--- src/sv/sstr_pkg.sv ---
// ----------------------------------------------------------------------------
// sstr_pkg
// Shared types, constants and helpers of the seven-segment text rasterizer.
// ----------------------------------------------------------------------------
package sstr_pkg;

    localparam int MAX_GLYPH_HEIGHT = 64;
    localparam int GH_W = 7;
    localparam int TH_W = 6;

    localparam logic [7:0] LEAD_BYTE  = 8'hC2;
    localparam logic [7:0] DEG_BYTE_A = 8'hB0;
    localparam logic [7:0] DEG_BYTE_B = 8'hBA;

    localparam logic [2:0] CFG_SCREEN_W = 3'd0;
    localparam logic [2:0] CFG_SCREEN_H = 3'd1;
    localparam logic [2:0] CFG_GLYPH_H  = 3'd2;
    localparam logic [2:0] CFG_STROKE   = 3'd3;
    localparam logic [2:0] CFG_LIT      = 3'd4;
    localparam logic [2:0] CFG_UNLIT    = 3'd5;

    // glyph class of the byte being drawn
    typedef enum logic [2:0] {
        GL_NONE,
        GL_DIGIT,
        GL_SPACE,
        GL_DOT,
        GL_COMMA,
        GL_COLON,
        GL_PLUS,
        GL_SLASH
    } glyph_t;

    typedef enum logic [2:0] {
        ST_IDLE,
        ST_RECT,
        ST_DIV,
        ST_CLIP,
        ST_OUT,
        ST_DONE
    } state_t;

    // raw rectangle before clipping
    typedef struct packed {
        logic [15:0] x;
        logic [15:0] y;
        logic [16:0] w;
        logic [16:0] h;
        logic [15:0] color;
        logic        valid;
    } rect_t;

    // seven-segment masks for 0..9 and minus
    function automatic logic [6:0] seg_mask(input logic [3:0] idx);
        logic [6:0] m;
        unique case (idx)
            4'd0: m = 7'h3F;
            4'd1: m = 7'h06;
            4'd2: m = 7'h5B;
            4'd3: m = 7'h4F;
            4'd4: m = 7'h66;
            4'd5: m = 7'h6D;
            4'd6: m = 7'h7D;
            4'd7: m = 7'h07;
            4'd8: m = 7'h7F;
            4'd9: m = 7'h6F;
            default: m = 7'h40;
        endcase
        return m;
    endfunction

endpackage

--- src/sv/sstr_div.sv ---
// ----------------------------------------------------------------------------
// sstr_div
// Restoring divider, one quotient bit per cycle, for the slash row offsets.
// ----------------------------------------------------------------------------
module sstr_div (
    input  logic        clk,
    input  logic        rst_n,
    input  logic        start,
    input  logic [12:0] dividend,
    input  logic [6:0]  divisor,
    output logic        done,
    output logic [12:0] quotient
);
    import sstr_pkg::*;

    logic [12:0] quo_reg, quo_next;
    logic [7:0]  rem_reg, rem_next;
    logic [3:0]  cnt_reg, cnt_next;
    logic        busy_reg, busy_next;
    logic [7:0]  trial;

    always_comb
    begin
        trial     = {rem_reg[6:0], quo_reg[12]};
        quo_next  = quo_reg;
        rem_next  = rem_reg;
        cnt_next  = cnt_reg;
        busy_next = busy_reg;
        if (start)
        begin
            quo_next  = dividend;
            rem_next  = 8'd0;
            cnt_next  = 4'd13;
            busy_next = 1'b1;
        end
        else if (busy_reg)
        begin
            if (trial >= {1'b0, divisor})
            begin
                rem_next = trial - {1'b0, divisor};
                quo_next = {quo_reg[11:0], 1'b1};
            end
            else
            begin
                rem_next = trial;
                quo_next = {quo_reg[11:0], 1'b0};
            end
            cnt_next = cnt_reg - 4'd1;
            if (cnt_reg == 4'd1)
                busy_next = 1'b0;
        end
    end

    always_ff @(posedge clk or negedge rst_n)
    begin
        if (!rst_n)
        begin
            busy_reg <= 1'b0;
            cnt_reg  <= 4'd0;
        end
        else
        begin
            busy_reg <= busy_next;
            cnt_reg  <= cnt_next;
        end
    end

    always_ff @(posedge clk)
    begin
        quo_reg <= quo_next;
        rem_reg <= rem_next;
    end

    assign done     = busy_reg && (cnt_reg == 4'd1);
    assign quotient = quo_next;

    a_cnt_idle: assert property (@(posedge clk) disable iff (!rst_n)
        !busy_reg |-> !done)
        else $error("divider done while idle");
    a_cnt_range: assert property (@(posedge clk) disable iff (!rst_n)
        busy_reg |-> (cnt_reg != 4'd0))
        else $error("divider count ran out");
    a_start_busy: assert property (@(posedge clk) disable iff (!rst_n)
        start |=> busy_reg)
        else $error("divider did not start");

endmodule

--- src/sv/seven_segment_text_rasterizer_unit.sv ---
// ----------------------------------------------------------------------------
// seven_segment_text_rasterizer_unit
// Turns text bytes into clipped seven-segment style filled rectangles.
// ----------------------------------------------------------------------------
// Sequence: each candidate rectangle is built (ST_RECT), clipped (ST_CLIP)
//   and advanced (ST_OUT) after the byte is accepted in ST_IDLE and before
//   ST_DONE finishes it; a slash row first waits in ST_DIV for the divider.
// Throughput: one byte at a time, through the single clip unit and the
//   shared divider; output stalls hold the sequence back.
// Reset: configuration registers return to their defaults, cursor and row to 0.
module seven_segment_text_rasterizer_unit
(
    input  logic        clk,
    input  logic        rst_n,
    input  logic        in_valid,
    output logic        in_stall,
    input  logic [7:0]  text_byte,
    input  logic        text_start,
    input  logic [15:0] origin_x,
    input  logic [15:0] origin_y,
    input  logic        cfg_valid,
    output logic        cfg_ready,
    input  logic [2:0]  cfg_index,
    input  logic [15:0] cfg_data,
    output logic        out_valid,
    input  logic        out_stall,
    output logic [15:0] rect_x,
    output logic [15:0] rect_y,
    output logic [15:0] rect_w,
    output logic [15:0] rect_h,
    output logic [15:0] rect_color,
    output logic        last_rect
);
    import sstr_pkg::*;

    logic [15:0] scr_w_reg, scr_h_reg, lit_reg, unlit_reg;
    logic [GH_W-1:0] gh_reg;
    logic [TH_W-1:0] th_reg;

    state_t state_reg, state_next;
    logic [15:0] col_reg, row_reg, x_reg;
    logic        lead_reg;
    glyph_t      gl_reg;
    logic [6:0]  mask_reg;
    logic [6:0]  idx_reg;
    logic [6:0]  hgt_reg;
    logic [5:0]  t_reg;
    logic [5:0]  w_reg;
    logic        bg_reg;
    logic        deg_reg;
    rect_t       cand_reg;
    logic        have_reg;
    logic [15:0] o_x_reg, o_y_reg, o_w_reg, o_h_reg, o_c_reg;
    logic        o_valid_reg, o_last_reg;
    logic        div_start, div_done;
    logic [12:0] div_q;

    // clamped sizes
    logic [6:0] hgt_c;
    logic [5:0] t_c, w_c;
    always_comb
    begin
        hgt_c = (gh_reg < 7'd6) ? 7'd6 :
                (gh_reg > 7'(MAX_GLYPH_HEIGHT)) ? 7'(MAX_GLYPH_HEIGHT) : gh_reg;
        t_c   = (th_reg == 6'd0) ? 6'd1 : (th_reg > 6'd32) ? 6'd32 : th_reg;
        w_c   = (hgt_c[6:1] < 6'd8) ? 6'd8 : hgt_c[6:1];
    end

    // ------------------------------------------------------------------
    // candidate rectangle for step idx_reg of the current glyph
    // ------------------------------------------------------------------
    rect_t cand;
    always_comb
    begin
        logic [15:0] x, y, t, h, w, dot, vlen, iw, ymid, size, dx, h3, h23;
        logic [15:0] xw;
        x    = x_reg;
        y    = row_reg;
        t    = 16'(t_reg);
        h    = 16'(hgt_reg);
        w    = 16'(w_reg);
        dot  = (t_reg < 6'd2) ? 16'd2 : t;
        vlen = (h > 16'd3 * t) ? ((h - 16'd3 * t) >> 1) : 16'd1;
        iw   = (w > 2 * t) ? (w - 16'd2 * t) : 16'd1;
        ymid = y + t + vlen;
        h3   = (16'(hgt_reg) * 16'd171) >> 9;
        h23  = (16'({hgt_reg, 1'b0}) * 16'd171) >> 9;
        size = (h3 < 16'd2 * t + 16'd2) ? (16'd2 * t + 16'd2) : h3;
        xw   = x + w;
        dx   = xw - size;
        cand = '0;
        cand.color = lit_reg;
        if (deg_reg)
        begin
            unique case (idx_reg[2:0])
                3'd0: begin cand = '{dx, y, 17'(size), 17'(size), unlit_reg, bg_reg}; end
                3'd1: begin cand = '{dx, y, 17'(size), 17'(t), lit_reg, 1'b1}; end
                3'd2: begin cand = '{dx, y + size - t, 17'(size), 17'(t), lit_reg, 1'b1}; end
                3'd3: begin cand = '{dx, y, 17'(t), 17'(size), lit_reg, 1'b1}; end
                3'd4: begin cand = '{dx + size - t, y, 17'(t), 17'(size), lit_reg, 1'b1}; end
                default: cand.valid = 1'b0;
            endcase
        end
        else
        begin
            unique case (gl_reg)
                GL_DIGIT:
                begin
                    unique case (idx_reg[2:0])
                        3'd0: cand = '{x, y, 17'(w), 17'(h), unlit_reg, bg_reg};
                        3'd1: cand = '{x + t, y, 17'(iw), 17'(t),
                                       mask_reg[0] ? lit_reg : unlit_reg, 1'b1};
                        3'd2: cand = '{xw - t, y + t, 17'(t), 17'(vlen),
                                       mask_reg[1] ? lit_reg : unlit_reg, 1'b1};
                        3'd3: cand = '{xw - t, ymid + t, 17'(t), 17'(vlen),
                                       mask_reg[2] ? lit_reg : unlit_reg, 1'b1};
                        3'd4: cand = '{x + t, y + h - t, 17'(iw), 17'(t),
                                       mask_reg[3] ? lit_reg : unlit_reg, 1'b1};
                        3'd5: cand = '{x, ymid + t, 17'(t), 17'(vlen),
                                       mask_reg[4] ? lit_reg : unlit_reg, 1'b1};
                        3'd6: cand = '{x, y + t, 17'(t), 17'(vlen),
                                       mask_reg[5] ? lit_reg : unlit_reg, 1'b1};
                        3'd7: cand = '{x + t, ymid, 17'(iw), 17'(t),
                                       mask_reg[6] ? lit_reg : unlit_reg, 1'b1};
                        default: cand.valid = 1'b0;
                    endcase
                end
                GL_SPACE:
                    if (idx_reg == 7'd0)
                        cand = '{x, y, 17'(w), 17'(h), unlit_reg, bg_reg};
                GL_DOT:
                    if (idx_reg == 7'd0)
                        cand = '{xw - dot, y + h - dot, 17'(dot), 17'(dot), lit_reg, 1'b1};
                GL_COMMA:
                begin
                    if (idx_reg == 7'd0)
                        cand = '{xw - dot, y + h - dot, 17'(dot), 17'(dot), lit_reg, 1'b1};
                    else if (idx_reg == 7'd1)
                        cand = '{xw - dot - (t >> 1), y + h, 17'(dot), 17'(t), lit_reg, 1'b1};
                end
                GL_COLON:
                begin
                    if (idx_reg == 7'd0)
                        cand = '{x + (w >> 1) - (dot >> 1), y + h3 - (dot >> 1),
                                 17'(dot), 17'(dot), lit_reg, 1'b1};
                    else if (idx_reg == 7'd1)
                        cand = '{x + (w >> 1) - (dot >> 1), y + h23 - (dot >> 1),
                                 17'(dot), 17'(dot), lit_reg, 1'b1};
                end
                GL_PLUS:
                begin
                    if (idx_reg == 7'd0)
                        cand = '{x + (w >> 1) - (t >> 1), y, 17'(t), 17'(h), lit_reg, 1'b1};
                    else if (idx_reg == 7'd1)
                        cand = '{x, y + (h >> 1) - (t >> 1), 17'(w), 17'(t), lit_reg, 1'b1};
                end
                // row offset comes straight from the divider on its last cycle
                GL_SLASH:
                    cand = '{x + 16'(div_q), y + 16'(idx_reg), 17'(t), 17'd1,
                             lit_reg, 1'b1};
                default: cand.valid = 1'b0;
            endcase
        end
    end

    // number of candidate steps for the glyph
    logic [6:0] steps;
    always_comb
    begin
        if (deg_reg)
            steps = 7'd5;
        else
        begin
            unique case (gl_reg)
                GL_DIGIT: steps = 7'd8;
                GL_SPACE: steps = 7'd1;
                GL_DOT:   steps = 7'd1;
                GL_COMMA: steps = 7'd2;
                GL_COLON: steps = 7'd2;
                GL_PLUS:  steps = 7'd2;
                GL_SLASH: steps = hgt_reg;
                default:  steps = 7'd0;
            endcase
        end
    end

    // clip the registered candidate
    logic        clip_ok;
    logic [15:0] clip_w, clip_h;
    always_comb
    begin
        logic [17:0] xe, ye;
        xe = 18'(cand_reg.x) + 18'(cand_reg.w);
        ye = 18'(cand_reg.y) + 18'(cand_reg.h);
        clip_ok = cand_reg.valid && (cand_reg.w != 17'd0) && (cand_reg.h != 17'd0)
                  && (cand_reg.x < scr_w_reg) && (cand_reg.y < scr_h_reg);
        clip_w = (xe > 18'(scr_w_reg)) ? (scr_w_reg - cand_reg.x) : cand_reg.w[15:0];
        clip_h = (ye > 18'(scr_h_reg)) ? (scr_h_reg - cand_reg.y) : cand_reg.h[15:0];
    end

    logic last_step;
    assign last_step = (idx_reg + 7'd1 >= steps);

    sstr_div u_div (
        .clk      (clk),
        .rst_n    (rst_n),
        .start    (div_start),
        .dividend (13'(hgt_reg - 7'd1 - idx_reg) * 13'(w_reg)),
        .divisor  (hgt_reg),
        .done     (div_done),
        .quotient (div_q)
    );

    // ------------------------------------------------------------------
    // sequencer
    // ------------------------------------------------------------------
    logic in_acc;
    assign in_acc = in_valid && !in_stall;

    always_comb
    begin
        state_next = state_reg;
        unique case (state_reg)
            ST_IDLE: if (in_acc) state_next = ST_RECT;
            ST_RECT:
                if (idx_reg >= steps) state_next = ST_DONE;
                else if (gl_reg == GL_SLASH && !deg_reg) state_next = ST_DIV;
                else state_next = ST_CLIP;
            ST_DIV:  if (div_done) state_next = ST_CLIP;
            ST_CLIP: if (!o_valid_reg || !out_stall) state_next = ST_OUT;
            ST_OUT:  state_next = last_step ? ST_DONE : ST_RECT;
            ST_DONE: if (!o_valid_reg || !out_stall) state_next = ST_IDLE;
            default: state_next = ST_IDLE;
        endcase
    end

    always_comb
    begin
        in_stall  = (state_reg != ST_IDLE);
        cfg_ready = (state_reg == ST_IDLE);
        div_start = (state_reg == ST_RECT) && (idx_reg < steps)
                    && (gl_reg == GL_SLASH) && !deg_reg;
    end

    // load the output word from the held rectangle
    logic load_out;
    assign load_out = (!o_valid_reg || !out_stall) && have_reg
                      && (((state_reg == ST_CLIP) && clip_ok) || (state_reg == ST_DONE));

    // decode of an accepted byte
    glyph_t      gl_dec;
    logic        deg_dec, lead_dec, adv_pre;
    logic [15:0] col_start;
    always_comb
    begin
        logic lead_in;
        logic is_deg;
        lead_in   = text_start ? 1'b0 : lead_reg;
        col_start = text_start ? origin_x : col_reg;
        is_deg    = (text_byte == DEG_BYTE_A) || (text_byte == DEG_BYTE_B);
        adv_pre   = lead_in && !is_deg;
        lead_dec  = (text_byte == LEAD_BYTE);
        deg_dec   = is_deg;
        priority if (text_byte >= 8'h30 && text_byte <= 8'h39) gl_dec = GL_DIGIT;
        else if (text_byte == 8'h2D) gl_dec = GL_DIGIT;
        else if (text_byte == 8'h20) gl_dec = GL_SPACE;
        else if (text_byte == 8'h2E) gl_dec = GL_DOT;
        else if (text_byte == 8'h2C) gl_dec = GL_COMMA;
        else if (text_byte == 8'h3A) gl_dec = GL_COLON;
        else if (text_byte == 8'h2B) gl_dec = GL_PLUS;
        else if (text_byte == 8'h2F) gl_dec = GL_SLASH;
        else gl_dec = GL_NONE;
    end

    logic [15:0] adv_amt;
    assign adv_amt = 16'(w_c) + 16'(t_c) + 16'd2;

    always_ff @(posedge clk or negedge rst_n)
    begin
        if (!rst_n)
        begin
            state_reg   <= ST_IDLE;
            scr_w_reg   <= 16'd170;
            scr_h_reg   <= 16'd320;
            gh_reg      <= 7'd32;
            th_reg      <= 6'd4;
            lit_reg     <= 16'hFFFF;
            unlit_reg   <= 16'h0000;
            col_reg     <= 16'd0;
            row_reg     <= 16'd0;
            lead_reg    <= 1'b0;
            o_valid_reg <= 1'b0;
            have_reg    <= 1'b0;
            idx_reg     <= 7'd0;
        end
        else
        begin
            state_reg <= state_next;
            if (cfg_valid && cfg_ready)
            begin
                unique case (cfg_index)
                    CFG_SCREEN_W: scr_w_reg <= cfg_data;
                    CFG_SCREEN_H: scr_h_reg <= cfg_data;
                    CFG_GLYPH_H:  gh_reg    <= cfg_data[GH_W-1:0];
                    CFG_STROKE:   th_reg    <= cfg_data[TH_W-1:0];
                    CFG_LIT:      lit_reg   <= cfg_data;
                    CFG_UNLIT:    unlit_reg <= cfg_data;
                    default: ;
                endcase
            end
            if (load_out)
                o_valid_reg <= 1'b1;
            else if (o_valid_reg && !out_stall)
                o_valid_reg <= 1'b0;
            unique case (state_reg)
                ST_IDLE:
                    if (in_acc)
                    begin
                        logic [15:0] c;
                        c = adv_pre ? (col_start + adv_amt) : col_start;
                        if (text_start)
                            row_reg <= origin_y;
                        idx_reg <= 7'd0;
                        have_reg <= 1'b0;
                        if (lead_dec)
                        begin
                            lead_reg <= 1'b1;
                            col_reg  <= c;
                        end
                        else
                        begin
                            lead_reg <= 1'b0;
                            col_reg  <= c + adv_amt;
                        end
                        x_reg <= c;
                    end
                ST_CLIP:
                    if (!o_valid_reg || !out_stall)
                    begin
                        // hold back one accepted rectangle so the last can be marked
                        if (clip_ok)
                            have_reg <= 1'b1;
                    end
                ST_OUT: idx_reg <= idx_reg + 7'd1;
                ST_DONE:
                    if ((!o_valid_reg || !out_stall) && have_reg)
                        have_reg <= 1'b0;
                default: ;
            endcase
        end
    end

    logic [15:0] h_x_reg, h_y_reg, h_w_reg, h_h_reg, h_c_reg;

    always_ff @(posedge clk)
    begin
        if (state_reg == ST_IDLE && in_acc)
        begin
            gl_reg   <= lead_dec ? GL_NONE : gl_dec;
            deg_reg  <= deg_dec && !lead_dec;
            mask_reg <= seg_mask((text_byte == 8'h2D) ? 4'd10 : text_byte[3:0]);
            hgt_reg  <= hgt_c;
            t_reg    <= t_c;
            w_reg    <= w_c;
            bg_reg   <= (lit_reg != unlit_reg);
        end
        if (state_reg == ST_RECT || (state_reg == ST_DIV && div_done))
            cand_reg <= cand;
        if (state_reg == ST_CLIP && (!o_valid_reg || !out_stall))
        begin
            if (clip_ok)
            begin
                h_x_reg <= cand_reg.x;
                h_y_reg <= cand_reg.y;
                h_w_reg <= clip_w;
                h_h_reg <= clip_h;
                h_c_reg <= cand_reg.color;
                if (have_reg)
                begin
                    o_x_reg <= h_x_reg;
                    o_y_reg <= h_y_reg;
                    o_w_reg <= h_w_reg;
                    o_h_reg <= h_h_reg;
                    o_c_reg <= h_c_reg;
                    o_last_reg <= 1'b0;
                end
            end
        end
        if (state_reg == ST_DONE && (!o_valid_reg || !out_stall) && have_reg)
        begin
            o_x_reg <= h_x_reg;
            o_y_reg <= h_y_reg;
            o_w_reg <= h_w_reg;
            o_h_reg <= h_h_reg;
            o_c_reg <= h_c_reg;
            o_last_reg <= 1'b1;
        end
    end

    assign out_valid  = o_valid_reg;
    assign rect_x     = o_x_reg;
    assign rect_y     = o_y_reg;
    assign rect_w     = o_w_reg;
    assign rect_h     = o_h_reg;
    assign rect_color = o_c_reg;
    assign last_rect  = o_last_reg;

    a_no_in_busy: assert property (@(posedge clk) disable iff (!rst_n)
        (state_reg != ST_IDLE) |-> in_stall)
        else $error("input taken while busy");
    a_out_hold: assert property (@(posedge clk) disable iff (!rst_n)
        (out_valid && out_stall) |=> out_valid)
        else $error("output word dropped under stall");
    a_cfg_idle: assert property (@(posedge clk) disable iff (!rst_n)
        cfg_ready |-> (state_reg == ST_IDLE))
        else $error("config open while busy");

endmodule

--- config.mk ---
export PLATFORM = sky130hd
export DESIGN_NAME = seven_segment_text_rasterizer_unit
export DESIGN_NICKNAME = d
export VERILOG_FILES = /design/src/sv/sstr_pkg.sv /design/src/sv/sstr_div.sv /design/src/sv/seven_segment_text_rasterizer_unit.sv
export SDC_FILE = /design/constraint.sdc
export NUM_CORES = 2
export LEC_CHECK = 0
export BUFFER_PORTS_ARGS = -buffer_cell sky130_fd_sc_hd__buf_2
export CAP_MARGIN = 20
export CORE_ASPECT_RATIO = 1.25
export CORE_MARGIN = 3
export CORE_UTILIZATION = 30
export CTS_BUF_LIST = sky130_fd_sc_hd__clkbuf_8
export CTS_CLUSTER_DIAMETER = 100
export DETAILED_ROUTE_END_ITERATION = 10
export PLACE_DENSITY = 0.5
export SYNTH_ARGS = -nofsm -noshare
export SYNTH_HDL_FRONTEND = slang
export SYNTH_SLANG_ARGS = --single-unit
--- constraint.sdc ---
create_clock -name clk -period 11 [get_ports clk]
set_input_delay 0.55 -clock clk [delete_from_list [all_inputs] [get_ports clk]]
set_output_delay 0.55 -clock clk [all_outputs]
set_load 0.03 [all_outputs]
# Yosys cells after proc, flatten, opt, wreduce, memory -nomap -nowiden
# Memories as Yosys holds them, arrays and structs flattened. A register that Yosys moved wholly into a read port is not among the register bits.
# Cells that the tools add are included.
# Widths: inputs -> output; s select.
dict set report op_classes {
  n_addsub 43
  n_mul 4
  div 0
  order_cmp 18
  eq_ne 43
  n_shift 0
  n_mux 94
  n_bitwise 0
  n_reduce_logical 69
}
# cell n
set ops {}
lappend ops {{$mux 83} 9}
lappend ops {{$pmux 83 s8} 1}
lappend ops {{$pmux 82 s7} 1}
lappend ops {{$mux 16} 33}
lappend ops {{$pmux 82 s5} 1}
lappend ops {{$add 16x6->16} 6}
lappend ops {{$sub 16x5->16} 6}
lappend ops {{$sub 16x6->16} 6}
lappend ops {{$add 16x8->16} 4}
lappend ops {{$eq 8x6->1 const B} 7}
lappend ops {{$add 16x7->16} 3}
lappend ops {{$add 16x17->18} 2}
lappend ops {{$eq 3x3->1 const B} 12}
lappend ops {{$gt 18x16->1} 2}
lappend ops {{$mux 7} 5}
lappend ops {{$reduce_bool 17->1} 2}
lappend ops {{$lt 16x16->1} 2}
lappend ops {{$sub 16x16->16} 2}
lappend ops {{$mul 7x8->15 const B} 2}
lappend ops {{$mux 3} 10}
lappend ops {{$pmux 7 s4} 1}
lappend ops {{$mux 13} 2}
lappend ops {{$eq 3x2->1 const B} 8}
lappend ops {{$eq 8x8->1 const B} 3}
lappend ops {{61 further kinds} 141}
dict set report word_totals {
  ff_bits 431
  latch_bits 0
  ramBits 0
  rom_bits 112
  out_inout_bits 84
  memories 1
}
# name words word_bits rd rd_clocked_by_memory_dff wr line
set memory_table {}
lappend memory_table {{(no name shown)} 16 7 1 1 0 sstr_pkg.sv:56} ;# unique case (idx)

# Logic depth before layout (Yosys ltp)
dict set report logic_depth {
  ltp_word 12
  mapped_depth 43
  depth_no_buf 42
}

# Hierarchy
# From an unflattened synthesis, not the netlist that was laid out.
dict set report unflattened {
  hier_cells 4384
  hier_area_um2 40118.5
}
# mod n_inst cells_per_inst area_each_um2
set modules_own_cells {}
lappend modules_own_cells {seven_segment_text_rasterizer_unit 1 4206 38578.2}
lappend modules_own_cells {sstr_div 1 178 1540.2}

# Worst setup path before layout
# OpenSTA, ideal clock, no wires.
dict set report synth_path {
  path_kind {register -> register}
  from {register hgt_reg[5]}
  to {register cand_reg[81] (netlist bit), data pin}
  arrival_time_ns 9.186
  required_ns 10.726
  slack_ns 1.540
  stages_incl_launch_ff 41
  n_path_buf 1
  synth_period_minus_slack_ns 9.460
  cell_sequence {edfxtp_1 > inv_1 > ha_1 > fa_1 > inv_1 > fa_1 > inv_1 > fa_1 > ha_1 > o211ai_2 > a21oi_4 > o21a_1 > a2111oi_0 > a311o_1 > ha_1 > or4_1 > mux2i_1 > o32ai_1 > [... 5 more ...] > a21o_1 > maj3_1 > xnor2_1 > fa_1 > inv_1 > ha_1 > a21oi_1 > o21bai_1 > a21oi_1 > o21bai_1 > a21oi_1 > nor2b_1 > o21a_1 > o41ai_1 > o21ai_0 > xor2_1 > a2bb2oi_1 > o22ai_1}
}
# item line
set synth_lines {}
lappend synth_lines {{start: declaration} seven_segment_text_rasterizer_unit.sv:46} ;# logic [6:0] hgt_reg;
lappend synth_lines {{start signal: assignment} seven_segment_text_rasterizer_unit.sv:362} ;# hgt_reg <= hgt_c;
lappend synth_lines {{end signal: assignment} seven_segment_text_rasterizer_unit.sv:368} ;# cand_reg <= cand;
lappend synth_lines {{end: declaration} seven_segment_text_rasterizer_unit.sv:51} ;# rect_t cand_reg;

==> flow_summary.yaml <==
finish:
  nNetsFinal: 5242
  layout-drive-gt1-share_pct: 11.9
  area_delta_synth_final_pct: 12.2
  largest_register_ffs: 67
logic_synthesis:
  ys_top_cells_by_area: "edfxtp_1 (20%), ha_1 (14%), dfrtp_1 (6.3%), xnor2_1 (5.3%), fa_1 (4.7%)"
  synth_top_family_by_area: "compound AO/OA/AOI/OAI gates"
  async_flop_share_pct: 30.2
  ys_top_cells_by_count: "ha_1 (451), inv_1 (387), nand2_1 (318), nor2_1 (291), a21oi_1 (281)"
  yosys_warnings: 0
  synth-compound-area-share_pct: 21.1
  yosysTopAreaCell: "edfxtp_1"
  synth_adder_area_share_pct: 18.6
  synth_top_cell_area_share_pct: 20.2
  synth_edf_count: 273
  synth-seq-cells: 421
  syn_inst: 4467
  synth_nets: 5079
  syn_area_sq_um: 40600
  synth_seq_area_share_pct: 29.1
  yosys.area_share.simple_pct: 13.0
  yosys.cell_types.count: 111
  synth_area_per_cell_sq_um: 9.10
  ys.flop_type: "edfxtp_1"
  synthMuxAreaShare_pct: 4.38
  yosysMostFrequentCell: "ha_1"
  synth_xor_area_share_pct: 8.42
grt:
  grt_pass1_vias: 34900
  antenna_found_initial: 15
  grt_max_degree: 65
  grt-ovfl-total: 0
  grt_usage_pct: 21.4
  grt_pass1_wl_mm: 225
floorplanning:
  io_pins: 149
  rows: 150
  start_util_pct: 30.3
  die_x_microns: 335
  die_y_microns: 418
  die-area_sq_um: 140000
  core_sq_um: 134000
clocking:
  insertion_delay_ns: 0.81
  cts_max_path_buffers: 3
  cts.sinks: 421
  numCtsBuffers: 77
  cts_tree: "yes"
  clk_transition_reported_paths_ns: 0.07
  cts.htree.levels: 3
  root_buffer: "clkbuf_8"
place:
  port_buffers: 148
  gp_congestion: 0.969
  dpl.hpwl_mm: 120
timing:
  fin_crit_ns: 10.42
  drv_slew: 0
  slew_headroom_pct: 27.1
  hold_ws_ns: 0.0973
  worst_clock_skew_ns: 0.0611
  finalHoldViolCount: 0
  tightest_slew_ns: 1.09
  grt_setup_unrepaired: "false"
  max_freq_mhz: 95.9
  finalSetupTns_ns: 0
  setup_violations: 0
  fin_crit_sh_pct: 94.8
hold_path:
  whs_path_depth: 3
  hold_end: "scr_w_reg[7]$_DFFE_PN1P_"
  hp-class: "in -> reg"
  hold_path.startpoint: "cfg_data[7]"
detailed_routing:
  wl_met2_mm: 73.6
  ant_nets: 0
  viasPerCell: 5.46
  drtIter0Drc: 2829
  wl_mm: 151
  routedLengthMet1_mm: 61.3
  wire_per_inst_microns: 23.5
  drcViolationCount: 0
  num_vias: 35200
  routed.top_layer: "met5"
  drt-pass1-iter-count: 6
  wl_met3_mm: 9.18
setup_path:
  r2r_start: "hgt_reg[6]$_DFFE_PP_"
  slowest_delay_ns: 0.63
  crit_arrival_ns: 10.89
  reg2reg_depth: 36
  crit_path_end_kind: "flip-flop"
  path_common_cell: "ha_1"
  r2r_end: "cand_reg[81]$_DFFE_PP_"
  worstPathMaxFanout: 9
  crit_type: "reg -> reg"
  setup.worst_path.start: "hgt_reg[6]$_DFFE_PP_"
  critPathRequiredTime_ns: 11.47
  reg2reg_slack_ns: 0.58
  cpMaxStageDelayCell: "o21ai_0"
  startpoint_type: "flip-flop"
pwr:
  power.density_nw_per_um2: 77.8
  finalPower_mw: 3.55
  peakVddDrop_mv: 0.0760
  leakagePower_nw: 19.7
run:
  drv_cap: 0
status:
  status: "completed"
-- metrics by stage --
stage | area (sq um) | util, % | worst slack [ns] | cells
after floorplan | 40600 | - | 1.54 | 4467
after global placement | 43600 | 32.5 | 0.774 | 6278
after detailed placement | 43700 | 32.5 | 0.701 | 6280
after CTS | 45600 | 34.0 | 0.629 | 6439
after global routing | 45600 | 34.0 | 0.0534 | 6443
final | 45600 | 34.0 | 0.576 | 6444
-- cells in the final DEF (no fill, tap or decap), types with 17 or more instances in the layout --
cell,count
ha_1,451
inv_1,405
nand2_1,317
nor2_1,287
a21oi_1,279
edfxtp_1,273
o21ai_0,252
xnor2_1,247
buf_2,147
xor2_1,138
a21o_1,126
mux2_2,111
dfrtp_1,103
nand3_1,96
fa_1,96
buf_4,92
clkbuf_8,84
o21bai_1,73
o22ai_1,72
a22oi_1,67
nor2b_1,65
nor3_1,59
a221oi_1,58
and2_1,54
mux2i_1,53
o21a_1,44
nand4_1,41
nand2b_1,39
a211oi_1,33
o221ai_1,32
o211ai_1,27
dfstp_2,24
nor4_1,23
a21boi_0,22
and3_1,22
dfxtp_1,21
a31oi_1,20
or2_2,17
dlygate4sd3_1,17
-- logic make-up (layout without fill, tap and decap cells) --
kind of cell | Yosys count | count (layout)
fa+ha+maj | 548 | 548
other cells | 1 | 4
xor+xnor | 387 | 387
flops | 421 | 421
buf+inv | 570 | 796
compound gates | 1274 | 1274
simple gates | 1102 | 1102
mux | 164 | 164
-- layout make-up --
cell class,count,area (sq um)
fillers,13900,88600
multi-input cells,3476,26700
flip-flops and latches,421,11800
well taps,1748,2190
repair buffers,261,1660
inverters,393,1480
clock buffers,83,1140
clock inverters,59,584
diodes,3,7.51
-- where the power goes --
part	internal (mW)	total [mW]	leakage, nW	switching [mW]
clock	0.951	1.72	0.944	0.768
sequential	1.68	1.69	4.08	0.00534
combinational	0.0577	0.140	14.7	0.0827
total	2.69	3.55	19.7	0.856
-- repair_timing --
item	4_1_cts	5_1_grt
hold endpoints to repair	33	0
hold buffers	17	0
setup endpoints to repair	0	1
resized for setup	0	1
setup buffers	0	0
-- how the worst max path moves through the flow --
stage                             end  cells after the start
2_1_floorplan  cand_reg[81]$_DFFE_PP_                     40
3_3_place_gp   cand_reg[81]$_DFFE_PP_                     39
3_5_place_dp   cand_reg[81]$_DFFE_PP_                     39
4_1_cts        cand_reg[81]$_DFFE_PP_                     39
5_1_grt        cand_reg[82]$_DFFE_PP_                     38
6_report       cand_reg[81]$_DFFE_PP_                     36
-- per-layer routing --
layer / up-vias / GRT usage (%)
met3: 294 / 3.11
li1: 16600 / -
met4: 2 / 9.90
met2: 1212 / 36.9
met5: - / 0
met1: 17100 / 26.2
-- worst max-delay path: cells and delay by family (launching register included) --
kind | cells | cell delay, ns
compound gates | 18 | 4.24
fa+ha+maj | 9 | 3.59
buf+inv | 4 | 0.55
simple gates | 2 | 0.55
flops | 1 | 0.54
xor+xnor | 2 | 0.37
mux | 1 | 0.23
(Power assumes the default switching activity.)
